===== src/design/uct_pkg.sv =====
// Shared types and constants for the unicode stream transcoder.
package uct_pkg;

    typedef enum logic [2:0] {
        ENC_BINARY  = 3'd0,
        ENC_UTF8    = 3'd1,
        ENC_UTF16LE = 3'd2,
        ENC_UTF16BE = 3'd3,
        ENC_UTF32LE = 3'd4,
        ENC_UTF32BE = 3'd5
    } enc_t;

    localparam logic       REG_SRC_ENC  = 1'b0;
    localparam logic       REG_DEST_ENC = 1'b1;
    localparam logic [2:0] ENC_RESET    = 3'd1;

    localparam logic [31:0] CP_MAX       = 32'h0010_FFFF;
    localparam logic [31:0] SUPP_BASE    = 32'h0001_0000;
    localparam logic [5:0]  HI_SURR_TAG  = 6'b110110;
    localparam logic [5:0]  LO_SURR_TAG  = 6'b110111;

    // Decoded code point handed from the decoder to the encoder.
    typedef struct packed {
        logic        valid;
        logic [31:0] value;
    } code_t;

    // Encoded character: bytes in send order, byte count 1..4, range flag.
    typedef struct packed {
        logic [3:0][7:0] bytes;
        logic [2:0]      count;
        logic            err;
    } encoded_t;

endpackage


===== src/design/uct_decode.sv =====
// Input register and source decoder with its sequence state.
module uct_decode
    import uct_pkg::*;
(
    input  logic       aclk,
    input  logic       aresetn,
    input  logic       s_valid,
    output logic       s_ready,
    input  logic [7:0] s_byte,
    input  logic [2:0] src_enc,
    input  logic       src_wr,
    input  logic       take,
    output code_t      code
);

    logic        in_valid_reg, in_valid_next;
    logic [7:0]  in_byte_reg;
    logic [31:0] partial_reg, partial_next;
    logic [1:0]  rem_reg, rem_next;
    logic [9:0]  high_reg, high_next;
    logic        await_reg, await_next;

    logic        prod;
    logic [31:0] cp;
    logic        consume;
    logic [31:0] pv;
    logic [15:0] unit;

    always_comb begin
        prod         = 1'b0;
        cp           = {24'd0, in_byte_reg};
        partial_next = partial_reg;
        rem_next     = rem_reg;
        high_next    = high_reg;
        await_next   = await_reg;
        pv           = 32'd0;
        unit         = 16'd0;
        case (src_enc)
            ENC_UTF8: begin
                if (rem_reg != 2'd0) begin
                    pv       = {partial_reg[25:0], in_byte_reg[5:0]};
                    rem_next = rem_reg - 2'd1;
                    if (rem_next == 2'd0) begin
                        prod         = 1'b1;
                        cp           = pv;
                        partial_next = 32'd0;
                    end else begin
                        partial_next = pv;
                    end
                end else if (in_byte_reg[7:5] == 3'b110) begin
                    partial_next = {27'd0, in_byte_reg[4:0]};
                    rem_next     = 2'd1;
                end else if (in_byte_reg[7:4] == 4'b1110) begin
                    partial_next = {28'd0, in_byte_reg[3:0]};
                    rem_next     = 2'd2;
                end else if (in_byte_reg[7:3] == 5'b11110) begin
                    partial_next = {29'd0, in_byte_reg[2:0]};
                    rem_next     = 2'd3;
                end else begin
                    prod = 1'b1;
                end
            end
            ENC_UTF16LE, ENC_UTF16BE: begin
                if (rem_reg == 2'd0) begin
                    partial_next = {24'd0, in_byte_reg};
                    rem_next     = 2'd1;
                end else begin
                    if (src_enc == ENC_UTF16BE) begin
                        unit = {partial_reg[7:0], in_byte_reg};
                    end else begin
                        unit = {in_byte_reg, partial_reg[7:0]};
                    end
                    partial_next = 32'd0;
                    rem_next     = 2'd0;
                    if (await_reg) begin
                        // low unit taken unchecked
                        prod       = 1'b1;
                        cp         = {12'd0, high_reg, unit[9:0]} + SUPP_BASE;
                        await_next = 1'b0;
                        high_next  = 10'd0;
                    end else if (unit[15:10] == HI_SURR_TAG) begin
                        high_next  = unit[9:0];
                        await_next = 1'b1;
                    end else begin
                        prod = 1'b1;
                        cp   = {16'd0, unit};
                    end
                end
            end
            ENC_UTF32LE, ENC_UTF32BE: begin
                if (rem_reg == 2'd0) begin
                    partial_next = {24'd0, in_byte_reg};
                    rem_next     = 2'd3;
                end else begin
                    if (src_enc == ENC_UTF32BE) begin
                        pv = {partial_reg[23:0], in_byte_reg};
                    end else begin
                        case (rem_reg)
                            2'd3:    pv = partial_reg | {16'd0, in_byte_reg, 8'd0};
                            2'd2:    pv = partial_reg | {8'd0, in_byte_reg, 16'd0};
                            default: pv = partial_reg | {in_byte_reg, 24'd0};
                        endcase
                    end
                    rem_next = rem_reg - 2'd1;
                    if (rem_next == 2'd0) begin
                        prod         = 1'b1;
                        cp           = pv;
                        partial_next = 32'd0;
                    end else begin
                        partial_next = pv;
                    end
                end
            end
            default: begin
                prod = 1'b1;
            end
        endcase
    end

    assign consume       = in_valid_reg && (!prod || take);
    assign s_ready       = !in_valid_reg || consume;
    assign code.valid    = in_valid_reg && prod;
    assign code.value    = cp;
    assign in_valid_next = (s_valid && s_ready) ? 1'b1 : (consume ? 1'b0 : in_valid_reg);

    always_ff @(posedge aclk) begin
        if (!aresetn) begin
            in_valid_reg <= 1'b0;
            partial_reg  <= 32'd0;
            rem_reg      <= 2'd0;
            high_reg     <= 10'd0;
            await_reg    <= 1'b0;
        end else begin
            in_valid_reg <= in_valid_next;
            if (src_wr) begin
                partial_reg <= 32'd0;
                rem_reg     <= 2'd0;
                high_reg    <= 10'd0;
                await_reg   <= 1'b0;
            end else if (consume) begin
                partial_reg <= partial_next;
                rem_reg     <= rem_next;
                high_reg    <= high_next;
                await_reg   <= await_next;
            end
        end
    end

    always_ff @(posedge aclk) begin
        if (s_valid && s_ready) begin
            in_byte_reg <= s_byte;
        end
    end

endmodule


===== src/design/uct_encode.sv =====
// Destination encoder: one code point to its byte sequence.
module uct_encode
    import uct_pkg::*;
(
    input  logic [31:0] cp,
    input  logic [2:0]  dest_enc,
    output encoded_t    enc
);

    logic [19:0] v;
    logic [15:0] hi_unit, lo_unit;

    assign v       = cp[19:0] - SUPP_BASE[19:0];
    assign hi_unit = {HI_SURR_TAG, v[19:10]};
    assign lo_unit = {LO_SURR_TAG, v[9:0]};

    always_comb begin
        enc.bytes = '0;
        enc.count = 3'd1;
        enc.err   = 1'b0;
        if (cp > CP_MAX) begin
            enc.err = 1'b1;
        end else begin
            case (dest_enc)
                ENC_UTF8: begin
                    if (cp < 32'h80) begin
                        enc.bytes[0] = cp[7:0];
                    end else if (cp < 32'h800) begin
                        enc.bytes[0] = {3'b110, cp[10:6]};
                        enc.bytes[1] = {2'b10, cp[5:0]};
                        enc.count    = 3'd2;
                    end else if (cp < SUPP_BASE) begin
                        enc.bytes[0] = {4'b1110, cp[15:12]};
                        enc.bytes[1] = {2'b10, cp[11:6]};
                        enc.bytes[2] = {2'b10, cp[5:0]};
                        enc.count    = 3'd3;
                    end else begin
                        enc.bytes[0] = {5'b11110, cp[20:18]};
                        enc.bytes[1] = {2'b10, cp[17:12]};
                        enc.bytes[2] = {2'b10, cp[11:6]};
                        enc.bytes[3] = {2'b10, cp[5:0]};
                        enc.count    = 3'd4;
                    end
                end
                ENC_UTF16LE: begin
                    if (cp < SUPP_BASE) begin
                        enc.bytes[0] = cp[7:0];
                        enc.bytes[1] = cp[15:8];
                        enc.count    = 3'd2;
                    end else begin
                        enc.bytes[0] = hi_unit[7:0];
                        enc.bytes[1] = hi_unit[15:8];
                        enc.bytes[2] = lo_unit[7:0];
                        enc.bytes[3] = lo_unit[15:8];
                        enc.count    = 3'd4;
                    end
                end
                ENC_UTF16BE: begin
                    if (cp < SUPP_BASE) begin
                        enc.bytes[0] = cp[15:8];
                        enc.bytes[1] = cp[7:0];
                        enc.count    = 3'd2;
                    end else begin
                        enc.bytes[0] = hi_unit[15:8];
                        enc.bytes[1] = hi_unit[7:0];
                        enc.bytes[2] = lo_unit[15:8];
                        enc.bytes[3] = lo_unit[7:0];
                        enc.count    = 3'd4;
                    end
                end
                ENC_UTF32LE: begin
                    enc.bytes = {cp[31:24], cp[23:16], cp[15:8], cp[7:0]};
                    enc.count = 3'd4;
                end
                ENC_UTF32BE: begin
                    enc.bytes = {cp[7:0], cp[15:8], cp[23:16], cp[31:24]};
                    enc.count = 3'd4;
                end
                default: begin
                    enc.bytes[0] = cp[7:0];
                end
            endcase
        end
    end

endmodule


===== src/design/uct_emit.sv =====
// Result buffer: holds one encoded character and sends it a byte per item.
module uct_emit
    import uct_pkg::*;
(
    input  logic       aclk,
    input  logic       aresetn,
    input  logic       load_valid,
    input  encoded_t   enc,
    output logic       take,
    output logic       m_valid,
    input  logic       m_ready,
    output logic [7:0] m_byte,
    output logic       m_last,
    output logic       m_err
);

    logic [3:0][7:0] byte_reg;
    logic [2:0]      cnt_reg;
    logic            err_reg;
    logic            load;

    assign take    = (cnt_reg == 3'd0) || (cnt_reg == 3'd1 && m_ready);
    assign load    = take && load_valid;
    assign m_valid = cnt_reg != 3'd0;
    assign m_byte  = byte_reg[0];
    assign m_last  = cnt_reg == 3'd1;
    assign m_err   = err_reg;

    always_ff @(posedge aclk) begin
        if (!aresetn) begin
            cnt_reg <= 3'd0;
        end else if (load) begin
            cnt_reg <= enc.count;
        end else if (m_valid && m_ready) begin
            cnt_reg <= cnt_reg - 3'd1;
        end
    end

    always_ff @(posedge aclk) begin
        if (load) begin
            byte_reg <= enc.bytes;
            err_reg  <= enc.err;
        end else if (m_valid && m_ready) begin
            byte_reg <= {8'd0, byte_reg[3:1]};
        end
    end

endmodule


===== src/design/unicode_stream_transcoder_top.sv =====
// Top level of the unicode stream transcoder.
//
// Input channel s_*: one raw source byte per item on s_tdata.
// Result channel m_*: one encoded byte per item on m_tdata; m_tlast marks the
// final byte of a character; m_tuser flags a code point above U+10FFFF, sent
// as a single item with zero data and m_tlast set.
// Configuration: cfg_wr_en with cfg_addr 0 sets the source encoding and
// clears any open sequence, cfg_addr 1 sets the destination encoding.
// Write only while no item is in flight.
// A byte that completes a character is decoded and encoded from the input
// register and loads the result buffer once that buffer can take it; its
// result bytes are then sent from the result buffer.
// Throughput: one item per cycle for items that yield zero or one result
// byte, while the receiver does not stall; an item that yields two or more
// bytes holds later input until the result channel sends its last byte.
// Reset: both encodings return to UTF-8, sequence state and buffers clear.
// When the receiver stalls, the result buffer and then the input register
// fill and s_tready drops; no item is lost.
module unicode_stream_transcoder_top
    import uct_pkg::*;
(
    input  logic       aclk,
    input  logic       aresetn,
    input  logic       s_tvalid,
    output logic       s_tready,
    input  logic [7:0] s_tdata,    // in_byte
    output logic       m_tvalid,
    input  logic       m_tready,
    output logic [7:0] m_tdata,    // out_byte
    output logic       m_tlast,
    output logic       m_tuser,    // range_error
    input  logic       cfg_wr_en,
    input  logic       cfg_addr,
    input  logic [2:0] cfg_wdata
);

    logic [2:0] src_reg;
    logic [2:0] dest_reg;
    logic       src_wr;
    logic       take;
    code_t      code;
    encoded_t   enc;

    assign src_wr = cfg_wr_en && (cfg_addr == REG_SRC_ENC);

    always_ff @(posedge aclk) begin
        if (!aresetn) begin
            src_reg  <= ENC_RESET;
            dest_reg <= ENC_RESET;
        end else if (cfg_wr_en) begin
            if (cfg_addr == REG_SRC_ENC) begin
                src_reg <= cfg_wdata;
            end
            if (cfg_addr == REG_DEST_ENC) begin
                dest_reg <= cfg_wdata;
            end
        end
    end

    uct_decode u_decode (
        .aclk    (aclk),
        .aresetn (aresetn),
        .s_valid (s_tvalid),
        .s_ready (s_tready),
        .s_byte  (s_tdata),
        .src_enc (src_reg),
        .src_wr  (src_wr),
        .take    (take),
        .code    (code)
    );

    uct_encode u_encode (
        .cp       (code.value),
        .dest_enc (dest_reg),
        .enc      (enc)
    );

    uct_emit u_emit (
        .aclk       (aclk),
        .aresetn    (aresetn),
        .load_valid (code.valid),
        .enc        (enc),
        .take       (take),
        .m_valid    (m_tvalid),
        .m_ready    (m_tready),
        .m_byte     (m_tdata),
        .m_last     (m_tlast),
        .m_err      (m_tuser)
    );

`ifndef SYNTH
    a_err_shape: assert property (@(posedge aclk) disable iff (!aresetn)
        m_tvalid && m_tuser |-> m_tlast && m_tdata == 8'd0)
        else $error("range error item not a lone zero byte");

    a_char_gapless: assert property (@(posedge aclk) disable iff (!aresetn)
        m_tvalid && m_tready && !m_tlast |=> m_tvalid)
        else $error("gap inside a character");

    a_stall_cause: assert property (@(posedge aclk) disable iff (!aresetn)
        !s_tready |-> m_tvalid)
        else $error("input stalled with no result pending");
`endif

endmodule

===== config.mk =====
export PLATFORM = sky130hd
export DESIGN_NAME = unicode_stream_transcoder_top
export DESIGN_NICKNAME = d
export VERILOG_FILES = /design/src/design/uct_pkg.sv /design/src/design/uct_decode.sv /design/src/design/uct_encode.sv /design/src/design/uct_emit.sv /design/src/design/unicode_stream_transcoder_top.sv
export SDC_FILE = /design/constraint.sdc
export NUM_CORES = 1
export LEC_CHECK = 0
export ABC_AREA = 1
export BUFFER_PORTS_ARGS = -buffer_cell sky130_fd_sc_hd__buf_2
export CORE_AREA = 3 3 151 153
export DETAILED_ROUTE_END_ITERATION = 7
export DIE_AREA = 0 0 154 156
export SYNTH_ARGS = -nofsm -noshare
export SYNTH_HDL_FRONTEND = slang
export SYNTH_HIERARCHICAL = 1
export SYNTH_SLANG_ARGS = --single-unit

===== constraint.sdc =====
create_clock -name aclk -period 3.1 [get_ports aclk]
set_input_delay 0 -clock aclk [delete_from_list [all_inputs] [get_ports aclk]]
set_output_delay 0 -clock aclk [all_outputs]
set_load 0.01 [all_outputs]

== Word level (Yosys, flattened, before mapping) ==
Cells that the tools add are included.

* Add/sub/neg operators: 4
* Multipliers: 0
* Div/mod/pow operators: 0
* Order comparisons: 4
* Equal/unequal tests: 18
* Shift operators: 0
* Mux-type cells: 65
* Bitwise logic cells: 6
* Reductions and logical operators: 30

{| class="wikitable"
|+ Operators with widths
! operator !! number
|-
| $mux 32 || 16
|-
| $pmux 32 s3 || 2
|-
| $pmux 24 s5 || 1
|-
| $mux 16 || 7
|-
| $pmux 32 s2 || 1
|-
| $mux 19 || 3
|-
| $mux 35 || 1
|-
| $gt 32x21->1 const B || 1
|-
| $lt 32x12->1 const B || 1
|-
| $lt 32x17->1 const B || 1
|-
| $lt 32x8->1 const B || 1
|-
| $or 32x16->32 || 1
|-
| $or 32x24->32 || 1
|-
| $or 32x32->32 || 1
|-
| $pmux 8 s4 || 1
|-
| $mux 25 || 1
|-
| $mux 24 || 1
|-
| $mux 8 || 3
|-
| $add 20x17->21 const B || 1
|-
| $mux 10 || 2
|-
| $sub 20x17->20 const B || 1
|-
| $eq 3x3->1 const B || 5
|-
| $mux 1 || 15
|-
| $eq 3x2->1 const B || 4
|-
| other kinds (25) || 55
|}

* Register bits after elaboration: 96
* Latch bits: 0
* Bits in writable memories: 0
* Bits in read-only memories: 0
* Input bits: 17
* Output and inout port bits: 12
* Logic and storage cells: 141
* Memories kept: 0

== Logic depth before layout (Yosys ltp) ==
* Depth in word-level cells: 16
* Gate-level depth with buffers: 26
* Mapped depth without buffers: 25

== By module ==
The synthesis kept the hierarchy.

{| class="wikitable"
|+ By module, submodules not included
! module !! instances !! cells each !! area each (µm²) !! sequential area each (µm²)
|-
| uct_decode || 1 || 783 || 4631.9 || 1161.1
|-
| uct_encode || 1 || 402 || 2004.4 || 0.0
|-
| uct_emit || 1 || 173 || 1725.4 || 1051.0
|-
| unicode_stream_transcoder_top || 1 || 33 || 234.0 || 120.1
|}

== Worst setup path after synthesis ==
Ideal clock, no wire load.

* Kind: register -> register
* Start: register u_decode.rem_reg[0]
* End: register u_emit.byte_reg, in the netlist u_emit/m_byte[1] (data pin)
* Setup time: 0.252 ns
* Data arrival time: 3.154 ns
* Data required time: 2.848 ns
* Slack: -0.306 ns
* Stages on the path, launching flop included: 25
* Buffers on the path: 3
* Cells stage by stage: dfxtp_1 > inv_1 > ha_1 > clkbuf_1 > nor2_1 > nand2_1 > buf_2 > inv_1 > a22oi_1 > o21ai_0 > inv_1 > ha_1 > nand2_2 > nor2_8 > nand2_8 > buf_6 > nand2_1 > nand2_1 > nor2_1 > nor2_1 > nand2_1 > nor2_1 > nor2_1 > nand2_1 > nand2_1

{| class="wikitable"
|+ RTL lines
! element !! line !! source
|-
| start, declared || uct_decode.sv:19 || <nowiki>logic [1:0] rem_reg, rem_next;</nowiki>
|-
| start signal, assigned || uct_decode.sv:142 || <nowiki>rem_reg <= rem_next;</nowiki>
|-
| end signal, assigned || uct_emit.sv:41 || <nowiki>byte_reg <= enc.bytes;</nowiki>
|-
| end signal, assigned || uct_emit.sv:44 || <nowiki>byte_reg <= {8'd0, byte_reg[3:1]};</nowiki>
|-
| end, declared || uct_emit.sv:17 || <nowiki>logic [3:0][7:0] byte_reg;</nowiki>
|}

==> impl_results.rst <==
.. list-table::
   :header-rows: 1

   * - Metric
     - Value
   * - Max Fanout on Critical Path
     - 7
   * - Leading area contributor after synthesis
     - nand2_1
   * - Clock insertion delay at the later pin of the skew report
     - about 370 ps
   * - Transition at the pin with the smallest max-transition slack
     - approximately 720 ps
   * - Dominant cells by area after synthesis
     - nand2_1, edfxtp_1, dfxtp_1
   * - Leakage
     - about 5.8 nW
   * - Number of antenna violations at the first check in global routing
     - 0
   * - Detailed Route WL
     - around 38 mm
   * - Violations in the final reports
     - negative setup slack
   * - Overall Power
     - 0.00576 W
   * - Seq cells post-synth
     - 96
   * - Final Util
     - 0.577
   * - Seq/Total Area, Yosys
     - 0.271
   * - Leading register cell type out of synthesis
     - dfxtp_1
   * - Crit Path Category
     - reg -> reg
   * - Crit share post-route
     - 1.03
   * - Delay contributed by the slowest stage of the critical path
     - 380 ps
   * - Critical Path RT
     - approximately 3200 ps
   * - Fin. max-slew vios
     - 0
   * - Routed Antenna Nets
     - 0
   * - Number of iterations in the first detailed-routing pass
     - 7
   * - Launch point of the worst reg-to-reg path
     - src_reg[2]
   * - Standard cell area after detailed placement
     - 10,600 µm²
   * - WP buf/inv
     - 7
   * - Kind of start point of the critical path
     - register
   * - Standard cell with the maximum stage delay on the critical path
     - dfxtp_4
   * - WL/cell
     - 19.5 µm
   * - Post-synth top cells
     - nand2_1, inv_1, nor2_1, o21ai_0
   * - First-pass GRT wire length
     - 57.1 mm
   * - Launch point of the worst path
     - src_reg[2]
   * - Switching power share of the total
     - 0.433
   * - Nets@finish
     - 1,710
   * - Max Fclk
     - 0.314 GHz
   * - Die X-Extent
     - 154 µm
   * - Result of the run
     - complete, but fails checks
   * - Time the worst path needs with I/O delays and setup
     - about 3200 ps
   * - Final worst setup slack
     - -81.7 ps
   * - Number of violations reported at the end of detailed-routing iteration 0
     - 1,150
   * - RSZ-0062 raised after global routing
     - true
   * - Final setup vio count
     - 9
   * - Cell with the most instances after synthesis
     - nand2_1
   * - Power density normalized to cell area
     - 460 nW/µm²
   * - Switching power of the nets
     - around 0.0025 W
   * - Number of buffers added by the clock tree synthesis step
     - 9
   * - Maximum number of pins on one net before global-route repair
     - 37
   * - HP Class
     - in -> reg
   * - Kind of capture point of the worst setup path
     - register
   * - TritonCTS clock tree
     - yes
   * - Headroom to the max-slew limit
     - 0.523
   * - Count of distinct cell types in the synthesized netlist
     - 48
   * - Port buffer count
     - 28
   * - Area added between synthesis and finish
     - 45.6%
   * - Total grt overflow
     - 0
   * - Die footprint
     - 24,000 µm²
   * - DR vias/cell
     - 5.57
   * - Total global routing track utilization
     - 0.303
   * - Clock-pin slew on the worst setup and hold paths
     - 80 ps
   * - Share of synthesized flip-flops with an asynchronous set or reset
     - 0
   * - Net count after synthesis
     - 1,420
   * - Proportion of power drawn by combinational gates
     - 0.480
   * - Core region area
     - 21,700 µm²
   * - Share of total power in the clock network
     - 0.209
   * - Number of global-route vias before repair
     - 10.3k
   * - Sequence of cells on the critical path
     - buf_6 -> nor2_4 -> inv_2 -> nor2_4 -> inv_2 -> nor2_4 -> buf_6 -> nand3_4 -> o211ai_1 -> nor2_4 -> buf_6 -> nand2_4 -> nor2_4 -> nand3_4 -> nand2_8 -> buf_6 -> buf_6 -> o21ai_2 -> nor2_1 -> nor2_1 -> nor2_1 -> nand2_1 -> nand2_1
   * - Clock tree buffer depth
     - 2
   * - Mean post-synth cell area
     - 6.18 µm²
   * - Placed wire-length estimate after detailed placement
     - 28.0 mm
   * - CP arrival
     - 3310 ps
   * - IR drop worst, VDD
     - 0.336 mV
   * - Number of vias after detailed routing
     - 11.0k
   * - Height of the chip
     - 156 µm
   * - Delay-heaviest family, CP
     - simple AND/OR/NAND/NOR gates
   * - Number of ports placed on the die boundary
     - 29
   * - Worst hold-check slack
     - 55.7 ps
   * - Cell Rows
     - 54
   * - Initial core utilization
     - 0.396
   * - Final routed DRC violation total
     - 0
   * - Share of power burned in registers
     - 0.311
   * - Flip-flop count of the largest register after layout
     - 32
   * - Count of synthesis-stage warnings from yosys
     - 6
   * - Layout cells sized above 1
     - 0.333
   * - Clock Skew
     - 9.95 ps
   * - Number of cells produced by synthesis
     - ~1.4k
   * - Count of H-tree levels built during CTS
     - 3
   * - Clock Sink Count
     - 96
   * - GP Congestion
     - 1.09
   * - CTS Root Buffer Type
     - clkbuf_16
   * - Syn Std Cell Area
     - 8600 µm²
   * - Number of hold violations in the final report
     - 0
   * - Fillers
     - around 2.1k
   * - Share of the synthesized area in the top cell type
     - 0.159
   * - Launch instance of the worst min-delay path
     - m_tready
   * - Count of maximum capacitance violations
     - 0
   * - Post-route cell area
     - around 13,000 µm²
   * - EDFF count, synth
     - 41
   * - Cell-internal power
     - 0.00327 W
==> cell families after synthesis <==
logic type / after synthesis / synth area share
AO/OA/AOI/OAI: 281 / 0.192
XOR/XNOR: 2 / 0.00204
adder cells (fa/ha/maj): 12 / 0.0175
buffers and inverters: 281 / 0.146
flip-flops: 96 / 0.271
AND/OR/NAND/NOR: 719 / 0.371
==> tightest hold or removal path, delay by kind of cell <==
kind                   cells  cell delay, ps
AO/OA/AOI/OAI              1              60
AND/OR/NAND/NOR            2             200
buffers and inverters      1             110
==> per-layer routing <==
layer | vias up | part of all wire | global-route usage
li1 | 5174 | - | -
met1 | 5027 | 0.39 | 0.376
met2 | 590 | 0.47 | 0.516
met3 | 169 | 0.086 | 0.0422
met4 | 0 | 0.061 | 0.152
met5 | - | 0 | 0
==> cell usage in the layout, fill, tap and decap left out, drive strengths merged, types with 5 or more instances in the layout <==
cell,synthesis,routed
nand2,384,386
buf,43,324
inv,209,212
nor2,193,194
o21ai,124,124
nand3,71,72
nand4,62,62
a21oi,56,56
dfxtp,55,55
edfxtp,41,41
o22ai,28,28
a22oi,27,27
dlygate4sd3,0,19
o211ai,17,17
ha,12,12
clkbuf,26,10
clkinv,3,7
nor3,6,6
o2111ai,6,6
a31oi,5,5
==> layout make-up <==
cell class	count	area (µm²)	share of cell area
Clock inverter	7	78.8	0.00630
Tap cell	280	350	0.0280
Antenna cell	1	2.50	0.000200
Multi-Input combinational cell	1018	5860	0.468
Sequential cell	96	2340	0.187
Timing Repair Buffer	344	2810	0.225
Inverter	212	846	0.0676
Clock buffer	9	225	0.0180
==> stage by stage <==
step	cells	setup TNS, ps	setup slack [ps]
after floorplan	1391	0	13.9
after global placement	1872	-6740	-412
after detailed placement	1872	-6490	-332
after CTS	1928	-0.770	-0.770
after global routing	1966	-2500	-177
final	1967	-269	-81.7
==> power by group through the flow <==
stage,Sequential [W],Clock [W],Combinational [W]
CTS,0.00178,0.00122,0.00250
finish,0.00179,0.00120,0.00276
global placement,0.00181,0,0.00241
floorplan,0.00178,0,0.00158
global route,0.00181,0.00125,0.00299
detailed placement,0.00181,0,0.00242
==> final timing paths <==
path | endpoint | slack, ps | cells past startpoint
hold reg to reg | u_emit/m_byte[1] | 520 | 2
hold / removal | u_emit/cnt_reg[2] | 60 | 4
setup / recovery | u_emit/byte_reg[10] | -80 | 23
setup reg to reg | u_emit/byte_reg[10] | -80 | 23
==> what timing repair did <==
item / in CTS / in global routing
pin swaps: 25 / 88
cloned: 1 / 4
endpoints found under the setup margin: 35 / 35
resized for setup: 79 / 214
buffers inserted: 20 / 37
hold endpoints to repair: 18 / 0
hold buffers: 19 / 0
Power figures use the tool's default switching activity.
